===== config.mk =====
export PLATFORM = sky130hd
export DESIGN_NAME = pfpc_ctrl
export DESIGN_NICKNAME = d
export VERILOG_FILES = /design/src/pfpc_pkg.sv /design/src/pfpc_ctrl.sv
export SDC_FILE = /design/constraint.sdc
export NUM_CORES = 1
export LEC_CHECK = 0
export BUFFER_PORTS_ARGS = -buffer_cell sky130_fd_sc_hd__buf_2
export CORE_AREA = 2 2 39 41
export CTS_CLUSTER_SIZE = 20
export DETAILED_ROUTE_END_ITERATION = 10
export DIE_AREA = 0 0 41 43
export PLACE_DENSITY = 0.52
export RECOVER_POWER = 25
export SETUP_SLACK_MARGIN = 0.4
export SLEW_MARGIN = 10
export SYNTH_ARGS = -nofsm -noshare
export SYNTH_HDL_FRONTEND = slang
export SYNTH_SLANG_ARGS = --single-unit

===== constraint.sdc =====
create_clock -name i_clk -period 2.6 [get_ports i_clk]
set_input_delay 0.26 -clock i_clk [delete_from_list [all_inputs] [get_ports i_clk]]
set_output_delay 0.26 -clock i_clk [all_outputs]
set_load 0.02 [all_outputs]

===== src/pfpc_pkg.sv =====
// Shared constants and types for the pedometer filter and peak counter.
package pfpc_pkg;

    localparam int MAG_WINDOW_DEF    = 30;
    localparam int DIFF_WINDOW_DEF   = 10;
    localparam int ENERGY_WINDOW_DEF = 5;

    localparam logic [31:0] THRESHOLD_RESET = 32'd167772;
    localparam int          ADDR_W          = 1;
    localparam logic [ADDR_W-1:0] REG_PEAK_THRESHOLD = 1'b0;

    // Controller states
    typedef enum logic [2:0] {
        S_IDLE,
        S_MAG,
        S_DIFF,
        S_SQUARE,
        S_ENERGY,
        S_EDIV,
        S_PEAK,
        S_OUT
    } t_state;

    // Commands from the controller to the datapath
    typedef struct packed {
        logic load;
        logic mag;
        logic diff;
        logic square;
        logic energy;
        logic ediv;
        logic peak;
    } t_cmd;

    // Status from the datapath to the controller
    typedef struct packed {
        logic mag_ready;
        logic diff_ready;
        logic energy_ready;
    } t_status;

endpackage


===== src/pfpc_ctrl.sv =====
// Controller state machine sequencing one sample through the filter chain.
module pfpc_ctrl (
    input  logic              i_clk,
    input  logic              i_rst_n,
    input  logic              i_in_valid,
    input  logic              i_out_free,
    input  pfpc_pkg::t_status i_status,
    output logic              o_in_ready,
    output logic              o_out_load,
    output pfpc_pkg::t_cmd    o_cmd
);
    import pfpc_pkg::*;

    t_state r_state, n_state;

    // Next state
    always_comb begin
        n_state = r_state;
        unique case (r_state)
            S_IDLE:   if (i_in_valid) n_state = S_MAG;
            S_MAG:    n_state = (i_status.mag_ready) ? S_DIFF : S_OUT;
            S_DIFF:   n_state = (i_status.diff_ready) ? S_SQUARE : S_OUT;
            S_SQUARE: n_state = S_ENERGY;
            S_ENERGY: n_state = (i_status.energy_ready) ? S_EDIV : S_OUT;
            S_EDIV:   n_state = S_PEAK;
            S_PEAK:   n_state = S_OUT;
            S_OUT:    if (i_out_free) n_state = S_IDLE;
            default:  n_state = S_IDLE;
        endcase
    end

    // Outputs
    always_comb begin
        o_cmd      = '0;
        o_in_ready = 1'b0;
        o_out_load = 1'b0;
        unique case (r_state)
            S_IDLE:   begin o_in_ready = 1'b1; o_cmd.load = i_in_valid; end
            S_MAG:    o_cmd.mag = 1'b1;
            S_DIFF:   o_cmd.diff = 1'b1;
            S_SQUARE: o_cmd.square = 1'b1;
            S_ENERGY: o_cmd.energy = 1'b1;
            S_EDIV:   o_cmd.ediv = 1'b1;
            S_PEAK:   o_cmd.peak = 1'b1;
            S_OUT:    o_out_load = i_out_free;
            default:  ;
        endcase
    end

    always_ff @(posedge i_clk) begin
        if (!i_rst_n) r_state <= S_IDLE;
        else          r_state <= n_state;
    end

`ifndef NO_ASSERTIONS
    a_load_idle: assert property (@(posedge i_clk) disable iff (!i_rst_n)
        o_cmd.load |-> r_state == S_IDLE) else $error("load outside idle");
    a_mag_after_load: assert property (@(posedge i_clk) disable iff (!i_rst_n)
        o_cmd.load |=> o_cmd.mag) else $error("mag step missing");
    a_square_energy: assert property (@(posedge i_clk) disable iff (!i_rst_n)
        o_cmd.square |=> o_cmd.energy) else $error("energy step missing");
`endif
endmodule


==> flow_metrics.tcl <==
set metrics [dict create \
    min_period_ns 1.56 \
    cts_resized 0 \
    crit_required_ns 2.34 \
    seqPwrFrac_pct 31.9 \
    num_antenna_cells 0 \
    tns_ns 0 \
    yosys_register_bits 3 \
    leakage_nw 0.170 \
    clock_skew_ns 0.00322 \
    cts-htree-levels 1 \
    cp-end-kind "primary output" \
    p_per_area_nw_per_um2 706 \
    dpl_cell_area_um2 325 \
    post_cts_buffers 0 \
    syn_area_um2 256 \
    clk_pin_slew_worst_paths_ns 0.04 \
    power.internal_uw 151 \
    holdPathEnd "r_state[0]$_SDFFE_PN0P_" \
    syn_area_per_cell_um2 8.84 \
    fill_cells 166 \
    seq_area_frac_synth_pct 23.4 \
    synth_nets 36 \
    via_per_inst 4.30 \
    clock-sinks 3 \
    critPathLaunchType "register" \
    drc 0 \
    grt_pass1_wl_um 959 \
    maxSlewHeadroom_pct 72.8 \
    ir_worst_vdd_uv 153 \
    swShare_pct 38.7 \
    synth_warnings 0 \
    largestRegisters "r_state: 3 flops" \
    final_cell_area_um2 349 \
    grt_usage_pct 8.73 \
    drv_cap 0 \
    postCtsHoldBufs 0 \
    p_clk_share_pct 34.4 \
    tightest_slew_ns 0.408 \
    first_pass_iters 1 \
    coreArea_um2 1380 \
    setup_viol 0 \
    die_h_um 43 \
    comb_power_share_pct 33.7 \
    port_buffers 15 \
    outcome "complete, no violations" \
    yosysUniqueCellTypes 20 \
    initial_core_util_pct 18.5 \
    slew_viol_final 0 \
    worstRegToRegCells 3 \
    clk_latency_ns 0.24 \
    ant_nets 0 \
    num_vias 262 \
    first_global_vias 226 \
    die_area_um2 1760 \
    p_total_uw 247 \
    rows 14 \
    drive_gt1_share_pct 48.9 \
    cp.arrival_ns 1.30 \
    ioPinCount 16 \
    cts_tree "done" \
    finalWirelength_um 600 \
    regMostFlops "r_state" \
    p_sw_uw 95.5 \
    grt-ovfl-total 0 \
    die_w_um 41 \
    largest_reg_flops 3 \
    finalHoldViolCount 0 \
    nNetsFinal 53 \
    synth_cells 29 \
    clock.fmax_mhz 643 \
    holdPathStages 3 \
    timing.rr.start "r_state[2]$_SDFFE_PN0P_" \
    crit_type "reg -> out" \
    r2r_setup_slack_ns 1.43 \
    grt_antenna_before_repair 0 \
    hold_start "i_rst_n" \
    syn2layout_area_growth_pct 36.1 \
    dp_hpwl_um 428 \
    hold_path.class "in -> reg" \
    timing.rr.end "r_state[1]$_SDFFE_PN0P_" \
    grt_max_degree 14 \
    cp_max_fo 13 \
    rsz0062_at_grt "false" \
    root_buffer "clkbuf_4" \
    final_core_util_pct 25.2 \
    numCtsBuffers 3 \
    post-route-period-util_pct 59.9 \
    wl_per_cell_um 9.84 \
    drtIter0Drc 0 \
    clockBufferDepth 2 \
    place_congestion 0.691 \
]
[worst max path at each step]
stage,cells after the start,startpoint,end
2_1_floorplan,3,r_state[1]$_SDFFE_PN0P_,o_cmd[6]
3_3_place_gp,3,r_state[1]$_SDFFE_PN0P_,o_out_load
3_5_place_dp,3,r_state[1]$_SDFFE_PN0P_,o_out_load
4_1_cts,3,r_state[1]$_SDFFE_PN0P_,o_out_load
5_1_grt,3,r_state[1]$_SDFFE_PN0P_,o_out_load
6_report,3,r_state[1]$_SDFFE_PN0P_,o_out_load
[power by group through the flow]
| stage | clock network, mW | registers (mW) | logic (mW) |
|---|---|---|---|
| 2_1_floorplan | 0 | 0.0609 | 0.0858 |
| 3_3_place_gp | 0 | 0.0799 | 0.0843 |
| 3_5_place_dp | 0 | 0.0801 | 0.0841 |
| 4_1_cts | 0.0891 | 0.0792 | 0.0845 |
| 5_1_grt | 0.0965 | 0.0818 | 0.0922 |
| 6_report | 0.0847 | 0.0787 | 0.0832 |
[Yosys cell counts]
cell type	instances	share of area [%]
a21oi_1	1	1.9
a221oi_1	1	3.4
a311oi_2	1	5.9
and2_1	1	2.4
and3b_2	2	7.8
buf_4	2	5.9
buf_6	1	4.4
dfxtp_1	3	23
inv_1	1	1.5
mux2i_1	1	3.9
nand2_1	1	1.5
nand2_2	1	2.4
nand2b_1	1	2.4
nor2_1	2	2.9
nor3_1	2	3.9
nor3b_1	4	12
o21a_1	1	2.9
o41ai_2	1	6.3
or2b_1	1	2.9
or3_1	1	2.4
[routing by layer]
metal	GRT usage, %	vias to the layer above	routed length, µm
li1	-	135	-
met3	3.14	2	47
met4	10.0	0	14
met2	9.69	11	265
met5	0	-	0
met1	11.3	114	273
[worst max-delay path, cell delays in order (launching register included)]
cell and delay, ns:
dfxtp_1 0.55, nand2_1 0.16, nor2_1 0.17, buf_2 0.18
[kinds of logic (layout without fill, tap and decap cells)]
family          count (synthesis)  in the layout  synth area share, %
mux                             1              1                 3.90
buf+inv                         4             20                 11.7
simple gates                   16             16                 40.5
flops                           3              3                 23.4
compound gates                  5              5                 20.5
[layout make-up]
class                           instances  area [µm²]  area share, %
Clock buffer                            4        26.3           7.53
Inverter                                1        3.75           1.08
Multi-Input combinational cell         22         164           47.0
Sequential cell                         3        60.1           17.2
Tap cell                               16        20.0           5.73
Timing Repair Buffer                   15        75.1           21.5
[metrics by stage]
stage / instances / hold WS, ns / worst slack [ns]
floorplan: 29 / 0.389 / 1.05
finish: 61 / 0.281 / 1.04
detailed placement: 57 / 0.525 / 1.34
CTS: 61 / 0.273 / 1.07
global placement: 57 / 0.521 / 1.33
global route: 61 / 0.276 / 0.917
[cells in the final DEF, fill, tap and decap left out]
cell,instances
nor2_1,2
a221oi_1,1
clkbuf_1,1
o41ai_2,1
nand2_1,2
nor3_1,2
clkbuf_4,3
nor3b_1,4
or3_1,1
mux2i_1,1
nand2b_1,1
dfxtp_1,3
or2b_1,1
o21a_1,1
a311oi_2,1
inv_1,1
and2_1,1
a21oi_1,1
buf_2,15
and3b_2,2
No activity file was read; power rests on OpenSTA's default activity.
